--- src/rtl/deq_pkg.sv ---
// double-ended queue package: command and status codes, default sizes
// used by double_ended_queue; depends on nothing else
`default_nettype none

package deq_pkg;

  localparam int DefaultDepth     = 64;
  localparam int DefaultDataWidth = 32;

  localparam int CmdWidth    = 3;
  localparam int ValueWidth  = 32;
  localparam int PosWidth    = 6;
  localparam int StatusWidth = 2;
  localparam int OccWidth    = 7;

  typedef enum logic [CmdWidth-1:0] {
    CMD_PUSH_FRONT = 3'd0,
    CMD_PUSH_BACK  = 3'd1,
    CMD_POP_FRONT  = 3'd2,
    CMD_POP_BACK   = 3'd3,
    CMD_READ_INDEX = 3'd4,
    CMD_CLEAR      = 3'd5
  } cmd_t;

  typedef enum logic [StatusWidth-1:0] {
    ST_OK    = 2'd0,
    ST_EMPTY = 2'd1,
    ST_RANGE = 2'd2,
    ST_FULL  = 2'd3
  } status_t;

endpackage

`default_nettype wire

--- src/rtl/deq_ram.sv ---
// single-port synchronous entry store for the double-ended queue
// one access per cycle, registered read data; no package dependencies
`default_nettype none

module deq_ram #(
  parameter int DEPTH      = 64,
  parameter int DATA_WIDTH = 32
) (
  input  wire logic                          clk,
  input  wire logic                          en,
  input  wire logic                          we,
  input  wire logic [$clog2(DEPTH)-1:0]      addr,
  input  wire logic [DATA_WIDTH-1:0]         wdata,
  output logic      [DATA_WIDTH-1:0]         rdata
);

  logic [DATA_WIDTH-1:0] mem [DEPTH];

  always_ff @(posedge clk) begin
    if (en) begin
      if (we) begin
        mem[addr] <= wdata;
      end else begin
        rdata <= mem[addr];
      end
    end
  end

endmodule

`default_nettype wire

--- src/rtl/double_ended_queue.sv ---
// Bounded double-ended queue kept as a ring in a single-port synchronous store
// of DEPTH entries. Every command (push front/back, pop front/back, read at a
// position counted from the front, clear) takes at most one store access and
// gives one result: read_data, status and occupancy after the command. One
// command is accepted per cycle while in_stall is low; the result passes
// through the store read register and then the output register. Throughput is
// set by the one store port, which each command uses at most once. Pushing into
// a full queue is refused with status full; popping an empty queue gives status
// empty; a read at or beyond the occupancy gives status out of range. No
// clearing pass after reset: entries are only read once pushed.
// depends on deq_pkg and deq_ram
`default_nettype none

module double_ended_queue #(
  parameter int DEPTH      = deq_pkg::DefaultDepth,
  parameter int DATA_WIDTH = deq_pkg::DefaultDataWidth
) (
  input  wire logic                            clk,
  input  wire logic                            rst,
  input  wire logic                            in_valid,
  output logic                                 in_stall,
  input  wire logic [deq_pkg::CmdWidth-1:0]    cmd,
  input  wire logic [deq_pkg::ValueWidth-1:0]  value,
  input  wire logic [deq_pkg::PosWidth-1:0]    position,
  output logic                                 out_valid,
  input  wire logic                            out_stall,
  output logic [deq_pkg::ValueWidth-1:0]       read_data,
  output logic [deq_pkg::StatusWidth-1:0]      status,
  output logic [deq_pkg::OccWidth-1:0]         occupancy
);

  localparam int AW = (DEPTH > 1) ? $clog2(DEPTH) : 1;
  localparam int CW = $clog2(DEPTH + 1);
  localparam int SW = AW + 1;
  localparam int PW = (CW > deq_pkg::PosWidth) ? CW : deq_pkg::PosWidth;
  localparam int OW = (CW > deq_pkg::OccWidth) ? CW : deq_pkg::OccWidth;
  localparam int XW = (DATA_WIDTH > deq_pkg::ValueWidth) ? DATA_WIDTH
                                                         : deq_pkg::ValueWidth;

  logic [AW-1:0] front;
  logic [AW-1:0] front_next;
  logic [CW-1:0] count;
  logic [CW-1:0] count_next;

  logic                    s1_valid;
  logic                    s1_use_rd;
  logic                    s1_use_rd_next;
  deq_pkg::status_t        s1_status;
  deq_pkg::status_t        s1_status_next;
  logic [CW-1:0]           s1_count;

  logic                    mem_en;
  logic                    mem_we;
  logic [AW-1:0]           mem_addr;
  logic [DATA_WIDTH-1:0]   mem_wdata;
  logic [DATA_WIDTH-1:0]   mem_rdata;

  logic                    accept;
  logic                    out_free;
  logic                    s1_move;
  logic                    is_empty;
  logic                    is_full;
  logic [AW-1:0]           front_dec;
  logic [AW-1:0]           front_inc;
  logic [PW-1:0]           pos_ext;
  logic [PW-1:0]           count_ext;
  logic [XW-1:0]           value_ext;
  logic [XW-1:0]           rdata_ext;
  logic [OW-1:0]           occ_ext;

  function automatic logic [AW-1:0] slot_of(input logic [AW-1:0] base,
                                            input logic [CW-1:0] off);
    logic [SW-1:0] s;
    s = SW'(base) + SW'(off);
    if (s >= SW'(DEPTH)) begin
      s = s - SW'(DEPTH);
    end
    return s[AW-1:0];
  endfunction

  assign out_free = !out_valid || !out_stall;
  assign s1_move  = s1_valid && out_free;
  assign in_stall = s1_valid && !out_free;
  assign accept   = in_valid && !in_stall;

  assign is_empty  = (count == '0);
  assign is_full   = (count == CW'(DEPTH));
  assign front_dec = (front == '0) ? AW'(DEPTH - 1) : front - 1'b1;
  assign front_inc = (SW'(front) + 1'b1 == SW'(DEPTH)) ? '0 : front + 1'b1;
  assign pos_ext   = PW'(position);
  assign count_ext = PW'(count);
  assign value_ext = XW'(value);
  assign mem_wdata = value_ext[DATA_WIDTH-1:0];

  // command decode: pointer update and the store access, if any
  always_comb begin
    front_next     = front;
    count_next     = count;
    s1_status_next = deq_pkg::ST_OK;
    s1_use_rd_next = 1'b0;
    mem_we         = 1'b0;
    mem_addr       = front;
    mem_en         = 1'b0;
    case (cmd)
      deq_pkg::CMD_PUSH_FRONT: begin
        if (is_full) begin
          s1_status_next = deq_pkg::ST_FULL;
        end else begin
          front_next = front_dec;
          count_next = count + 1'b1;
          mem_en     = 1'b1;
          mem_we     = 1'b1;
          mem_addr   = front_dec;
        end
      end
      deq_pkg::CMD_PUSH_BACK: begin
        if (is_full) begin
          s1_status_next = deq_pkg::ST_FULL;
        end else begin
          count_next = count + 1'b1;
          mem_en     = 1'b1;
          mem_we     = 1'b1;
          mem_addr   = slot_of(front, count);
        end
      end
      deq_pkg::CMD_POP_FRONT: begin
        if (is_empty) begin
          s1_status_next = deq_pkg::ST_EMPTY;
        end else begin
          front_next     = front_inc;
          count_next     = count - 1'b1;
          mem_en         = 1'b1;
          mem_addr       = front;
          s1_use_rd_next = 1'b1;
        end
      end
      deq_pkg::CMD_POP_BACK: begin
        if (is_empty) begin
          s1_status_next = deq_pkg::ST_EMPTY;
        end else begin
          count_next     = count - 1'b1;
          mem_en         = 1'b1;
          mem_addr       = slot_of(front, count - 1'b1);
          s1_use_rd_next = 1'b1;
        end
      end
      deq_pkg::CMD_READ_INDEX: begin
        if (pos_ext >= count_ext) begin
          s1_status_next = deq_pkg::ST_RANGE;
        end else begin
          mem_en         = 1'b1;
          mem_addr       = slot_of(front, pos_ext[CW-1:0]);
          s1_use_rd_next = 1'b1;
        end
      end
      deq_pkg::CMD_CLEAR: begin
        front_next = '0;
        count_next = '0;
      end
      default: begin
      end
    endcase
  end

  deq_ram #(
    .DEPTH      (DEPTH),
    .DATA_WIDTH (DATA_WIDTH)
  ) u_ram (
    .clk   (clk),
    .en    (accept && mem_en),
    .we    (mem_we),
    .addr  (mem_addr),
    .wdata (mem_wdata),
    .rdata (mem_rdata)
  );

  // control state
  always_ff @(posedge clk) begin
    if (rst) begin
      front     <= '0;
      count     <= '0;
      s1_valid  <= 1'b0;
      out_valid <= 1'b0;
    end else begin
      if (accept) begin
        front <= front_next;
        count <= count_next;
      end
      if (accept) begin
        s1_valid <= 1'b1;
      end else if (s1_move) begin
        s1_valid <= 1'b0;
      end
      if (s1_move) begin
        out_valid <= 1'b1;
      end else if (!out_stall) begin
        out_valid <= 1'b0;
      end
    end
  end

  assign rdata_ext = XW'(mem_rdata);
  assign occ_ext   = OW'(s1_count);

  // result payload, held while the transfer is stalled
  always_ff @(posedge clk) begin
    if (accept) begin
      s1_use_rd <= s1_use_rd_next;
      s1_status <= s1_status_next;
      s1_count  <= count_next;
    end
    if (s1_move) begin
      read_data <= s1_use_rd ? rdata_ext[deq_pkg::ValueWidth-1:0] : '0;
      status    <= s1_status;
      occupancy <= occ_ext[deq_pkg::OccWidth-1:0];
    end
  end

endmodule

`default_nettype wire
--- config.mk ---
export PLATFORM = sky130hd
export DESIGN_NAME = double_ended_queue
export DESIGN_NICKNAME = d
export VERILOG_FILES = /design/src/rtl/deq_pkg.sv /design/src/rtl/deq_ram.sv /design/src/rtl/double_ended_queue.sv
export SDC_FILE = /design/constraint.sdc
export NUM_CORES = 2
export LEC_CHECK = 0
export BUFFER_PORTS_ARGS = -buffer_cell sky130_fd_sc_hd__buf_4
export CORE_ASPECT_RATIO = 2
export CORE_MARGIN = 2
export CORE_UTILIZATION = 50
export DETAILED_ROUTE_END_ITERATION = 8
export PLACE_DENSITY_LB_ADDON = 0.1
export SLEW_MARGIN = 10
export SYNTH_ARGS = -nofsm -noshare
export SYNTH_HDL_FRONTEND = slang
export SYNTH_SLANG_ARGS = --single-unit
export TNS_END_PERCENT = 10
--- constraint.sdc ---
create_clock -name clk -period 5.6 [get_ports clk]
set_clock_uncertainty 0.2 [all_clocks]
set_input_delay 0.28 -clock clk [delete_from_list [all_inputs] [get_ports clk]]
set_output_delay 0.28 -clock clk [all_outputs]
set_load 0.03 [all_outputs]
=== Word-level counts from Yosys, hierarchy flattened ===
Memories as Yosys holds them, arrays and structs flattened. A register that Yosys moved wholly into a read port is not among the register bits.
Cells that the tools add are included.

* Flip-flop bits (word level): 66
* Bits in writable memories: 2048
* Output and inout port bits: 43
* Memories: 1

* Add/subtract/negate cells: 11
* $lt $le $gt $ge: 4
* Equal/unequal tests: 9
* Mux-type cells: 32
* Bitwise gates (word level): 1
* Reductions and logical operators: 18

{| class="wikitable"
|+ Memory list
! memory !! depth !! bits a word !! read ports !! clocked after Yosys merged registers in !! wr ports !! line !! source
|-
| u_ram.mem || 64 || 32 || 1 || 1 || 1 || deq_ram.sv:17 || <nowiki>logic [DATA_WIDTH-1:0] mem [DEPTH];</nowiki>
|}

{| class="wikitable"
|+ Operators with widths
! kind !! count
|-
| 2-to-1 mux 6 bit || 10
|-
| one-hot mux 6 bit (4 select lines) || 1
|-
| subtractor 6 x 1 -> 6 bit, second input constant || 4
|-
| >= comparator 7 bit, second input constant || 3
|-
| one-hot mux 7 bit (3 select lines) || 1
|-
| one-hot mux 6 bit (3 select lines) || 1
|-
| adder 6 x 7 -> 7 bit || 2
|-
| equality test 7 bit, second input constant || 2
|-
| 2-to-1 mux 7 bit || 2
|-
| 2-to-1 mux 1 bit || 12
|-
| adder 6 x 1 -> 7 bit, second input constant || 1
|-
| adder 6 x 6 -> 7 bit || 1
|-
| adder 7 x 1 -> 7 bit, second input constant || 1
|-
| >= comparator 6 x 7 -> 1 bit || 1
|-
| zero test 7 bit || 1
|-
| subtractor 7 x 1 -> 7 bit, second input constant || 1
|-
| adder 6 x 1 -> 6 bit, second input constant || 1
|-
| equality test 3 x 2 -> 1 bit, second input constant || 2
|-
| equality test 3 bit, second input constant || 2
|-
| zero test 6 bit || 1
|-
| one-hot mux 2 bit (3 select lines) || 1
|-
| logical AND 1 bit || 4
|-
| zero test 1 bit || 4
|-
| 2-to-1 mux 2 bit || 2
|-
| 13 further kinds || 14
|}

=== Logic depth before layout (Yosys ltp) ===
* Depth after elaboration: 9
* Gate-level depth with buffers: 18
* Depth with buffers taken out: 14

=== Modules after synthesis ===
From an unflattened synthesis, not the netlist that was laid out.

* Cell total of the unflattened synthesis: 4871
* Area total of the unflattened synthesis: 82728.1 um^2

{| class="wikitable"
|+ Modules (own cells, without submodules)
! module !! instances !! cells an instance !! area an instance (um^2) !! sequential area each (um^2)
|-
| deq_ram || 1 || 4436 || 78496.5 || 62459.9
|-
| double_ended_queue || 1 || 435 || 4231.6 || 1831.8
|}

=== Least setup slack after synthesis ===
OpenSTA, ideal clock, no wires.

* Path type: reg2reg
* Start: register count[0]
* End: memory u_ram.mem[28][0], enable pin
* Library setup time: 0.421 ns
* Data arrival time: 4.889 ns
* Required time: 4.979 ns
* Path slack: 0.090 ns
* Stages on the path, launching flop included: 15
* Path buffers: 2
* Period minus slack after synthesis: 5.510 ns
* Path through: dfxtp_1 -> clkbuf_1 -> inv_1 -> ha_1 -> xor2_1 -> ha_1 -> a21oi_1 -> a21boi_0 -> o21ai_0 -> mux4_2 -> a211oi_2 -> a31oi_2 -> or3_4 -> buf_6 -> nor2_1

* Longest elaborated chain between the ends: 6
* Elaborated cells between the ends (all ways): 26
* Those cells by class: add/sub (5); order compare (3); eq/ne (1); mux (15); reduce/logical (2)

{| class="wikitable"
|+ Ends and longest elaborated chain
! element !! line !! source
|-
| start, declared || double_ended_queue.sv:42 || <nowiki>logic [CW-1:0] count;</nowiki>
|-
| start signal, assigned || double_ended_queue.sv:187 || <nowiki>count <= count_next;</nowiki>
|-
| subtractor 7 x 1 -> 7 bit, or another cell as far along || double_ended_queue.sv:143 || <nowiki>mem_addr = slot_of(front, count - 1'b1);</nowiki>
|-
| adder 6 x 7 -> 7 bit, or another cell as far along || double_ended_queue.sv:74 || <nowiki>s = SW'(base) + SW'(off);</nowiki>
|-
| subtractor 6 x 1 -> 6 bit, or another cell as far along || double_ended_queue.sv:76 || <nowiki>s = s - SW'(DEPTH);</nowiki>
|-
| 2-to-1 mux 6 bit, or another cell as far along || double_ended_queue.sv:75 || <nowiki>if (s >= SW'(DEPTH)) begin</nowiki>
|-
| 2-to-1 mux 6 bit or 2-to-1 mux 1 bit (tied branches) || double_ended_queue.sv:138, deq_ram.sv:20 ||
|-
| one-hot mux 6 bit (4 select lines) or 2-to-1 mux 1 bit (tied branches) || double_ended_queue.sv:104, deq_ram.sv:22 ||
|-
| end, declared || deq_ram.sv:17 ||
|}

Parallel ways exist; a longest one is shown, timed or not.

=== Worst setup path in the final report ===
* Start: register count[0]
* End: register u_ram.rdata[5], read port of u_ram.mem (data pin)

* Longest elaborated chain between the ends: 6
* Elaborated cells between the ends (all ways): 25
* Those cells by class: add/sub (5); order compare (3); eq/ne (1); mux (12); bitwise (1); reduce/logical (3)

{| class="wikitable"
|+ Ends and longest elaborated chain
! element !! line !! source
|-
| subtractor 7 x 1 -> 7 bit || double_ended_queue.sv:143 ||
|-
| adder 6 x 7 -> 7 bit || double_ended_queue.sv:74 ||
|-
| subtractor 6 x 1 -> 6 bit or >= comparator 7 bit (tied branches) || double_ended_queue.sv:76, double_ended_queue.sv:75 ||
|-
| 2-to-1 mux 6 bit || double_ended_queue.sv:75 ||
|-
| 2-to-1 mux 6 bit || double_ended_queue.sv:138 || <nowiki>if (is_empty) begin</nowiki>
|-
| one-hot mux 6 bit (4 select lines) || double_ended_queue.sv:104 || <nowiki>case (cmd)</nowiki>
|-
| end, declared || deq_ram.sv:14 || <nowiki>output logic [DATA_WIDTH-1:0] rdata</nowiki>
|}

Parallel ways exist; a longest one is shown, timed or not.
A chain may end at the register's enable or synchronous reset.

==> impl_metrics.env <==
export IMPL_ant_nets=0
export IMPL_grt_ovfl_total=0
export IMPL_routabilityCongestion=0.927
export IMPL_clkLatencyLatePin_ns=0.82
export IMPL_min_path_type="input pin to flip-flop"
export IMPL_numCtsBuffers=189
export IMPL_layout_common_cells="2131 x edfxtp_1, 1397 x nand2_1, 601 x nand3_1, 256 x buf_4, 193 x clkbuf_16"
export IMPL_syn_area_mm2=0.0848
export IMPL_dieArea_mm2=0.173
export IMPL_antenna_found_initial=5
export IMPL_pre_cts_ws_ns=0.411
export IMPL_final_nets=6012
export IMPL_cts_reportedPaths_clkPinSlew_ns=0.07
export IMPL_layout_min_cycle_time_ns=5.34
export IMPL_grt_max_degree=184
export IMPL_yosys_warnings=0
export IMPL_drive_gt1_share_pct=13.2
export IMPL_cts_max_level=4
export IMPL_clockBufferDepth=4
export IMPL_routed_via_density=6.11
export IMPL_synth_main_ff_cell="edfxtp_1"
export IMPL_setup_violations=0
export IMPL_gr_usage_all_layers_pct=28.4
export IMPL_finalHoldViolations=0
export IMPL_fin_crit_sh_pct=95.4
export IMPL_syn_nets=5819
export IMPL_worst_slew_pin_slew_ns=1.20
export IMPL_core_area_mm2=0.168
export IMPL_peakVddDrop_mv=0.295
export IMPL_worst_setup_path_start_kind="flip-flop"
export IMPL_tns_ns=0
export IMPL_synth_edf_count=2131
export IMPL_end_kind="flip-flop"
export IMPL_drt_pass1_iterations=6
export IMPL_avgSynthCellArea_um2=14.8
export IMPL_rows=213
export IMPL_cts_num_sinks=2146
export IMPL_async_flop_share_pct=0
export IMPL_grt_pass1_wl_um=353000
export IMPL_dpl_hpwl_um=149000
export IMPL_seq_area_frac_synth_pct=75.8
export IMPL_area_delta_synth_final_pct=13.5
export IMPL_powerDensity_mw_per_mm2=368
export IMPL_cp_required_ns=6.07
export IMPL_worstPathMaxFanout=31
export IMPL_layout_setup_ws_ns=0.259
export IMPL_cts_tree="built"
export IMPL_wl_per_cell_um=29.6
export IMPL_drt_iter0_drc=4767
export IMPL_routed_wl_um=247000
export IMPL_timing_fmax_mhz=187
export IMPL_die_h_um=586
export IMPL_die_x_um=295
export IMPL_drc=0
export IMPL_outcome="completed"
export IMPL_ys_ff_latch=2146
export IMPL_final_common_cell="edfxtp_1"
export IMPL_synth_distinct_cells=84
export IMPL_vias=51000
export IMPL_slew_violations=0
export IMPL_grt_pass1_vias=50500
export IMPL_placement_io_buffers=87
export IMPL_rsz0062_at_grt="no"
export IMPL_p_leak_uw=0.0313
export IMPL_cp_arrival_ns=5.81
export IMPL_slew_headroom_pct=20.1
export IMPL_drv_cap=0
export IMPL_syn_inst=5746
export IMPL_cts_resized=0
export IMPL_start_util_pct=50.4
export IMPL_clockRootBuffer="clkbuf_16"
export IMPL_crit_type="flip-flop to flip-flop"
export IMPL_pin_count=88
worst max-delay path: stages (launching register included):
cell and delay [ns]:
dfxtp_1 0.31, inv_1 0.10, ha_1 0.29, or4b_1 0.75, nor2_4 0.31, a221oi_1 0.22, a221o_1 0.37, o41ai_2 0.28
nand2_1 0.28, buf_4 0.25, nor3_4 0.31, buf_4 0.61, nand3_1 0.15, a31oi_1 0.53, nand4b_1 0.19
through the flow:
step / total power (uW) / std cells / utilization, % / hold slack (ns) / cell area, um2
after floorplan: 21100 / 5746 / - / 0.149 / 84800
after global placement: 23100 / 7964 / 53.5 / 0.201 / 90100
after detailed placement: 23200 / 7964 / 53.5 / 0.205 / 90100
after CTS: 35600 / 8340 / 57.2 / 0.107 / 96300
after global routing: 36500 / 8341 / 57.2 / 0.166 / 96300
final: 35500 / 8343 / 57.2 / 0.165 / 96300
what timing repair did:
item,4_1_cts,5_1_grt
endpoints found under the hold margin,2086,0
setup buffers,0,0
hold buffers,41,0
sequential cells by signal, indices dropped and copies added, names as in the netlist:
register and count:
front 6, status 2, out_valid 1, count 7, s1_valid 1, s1_use_rd 1
u_ram.rdata 32, occ_ext 7, read_data 32, u_ram.mem 2048, s1_status 2, occupancy 7
report_power, final:
part	leakage [uW]	switching, uW	internal (uW)
Clock	0.00285	5780	6820
Combinational	0.00915	3430	1590
Sequential	0.0193	51.7	17800
cells by family (layout without fill, tap and decap cells):
| group | after synthesis | in the layout | share of synthesized area [%] |
|---|---|---|---|
| simple gates | 2416 | 2416 | 12.8 |
| flops | 2146 | 2146 | 75.8 |
| compound gates | 518 | 518 | 4.63 |
| buf+inv | 391 | 728 | 2.00 |
| mux | 234 | 234 | 4.18 |
| fa+ha+maj | 28 | 28 | 0.440 |
| xor+xnor | 13 | 13 | 0.134 |
| other cells | 0 | 3 | 0 |
final timing paths:
kind                                                 end                    from  slack (ns)  cells past startpoint
worst max-delay path            u_ram.rdata[5]$_DFFE_PP_   count[0]$_SDFFE_PP0P_        0.26                     14
worst min-delay path               count[4]$_SDFFE_PP0P_                     rst        0.16                      3
worst max register to register  u_ram.rdata[5]$_DFFE_PP_   count[0]$_SDFFE_PP0P_        0.26                     14
worst min register to register       status[0]$_DFFE_PP_  s1_status[0]$_DFFE_PP_        0.22                      0
layer usage:
metal	vias up	wire [um]	global-route usage [%]	share of wire, %
met1	26300	88800	33.6	36
li1	22300	-	-	-
met3	536	13800	3.40	5.6
met4	2	10900	11.8	4.4
met5	-	13	0	0.0053
met2	1912	133000	52.2	54
synthesized netlist by cell type, types with 33 or more instances:
library cell  count  area share (%)
a32oi_1         130             1.3
nand4_1         127            0.94
edfxtp_1       2131              75
o211a_1          33            0.39
and2_1           37            0.27
nand3_1         601             3.5
mux4_2           96             2.5
a211oi_1         38            0.34
nor2_1           93            0.41
a31oi_1         100            0.74
buf_2           136            0.80
nand2_1        1397             6.2
a22oi_1          35            0.31
mux2i_1         134             1.6
nand2b_1         36            0.27
clkbuf_1        194            0.86
a311oi_1         33            0.34
a21oi_1          65            0.38
area by class of cell:
class	instances	area, um2
clock inverter	108	818
timing repair buffer	374	3870
multi-input combinational	3209	19400
antenna	3	7.51
fill	13400	72100
clock buffer	227	4990
tap	2257	2820
inverter	19	71.3
sequential	2146	64300
No activity file was read; power rests on OpenSTA's default activity.
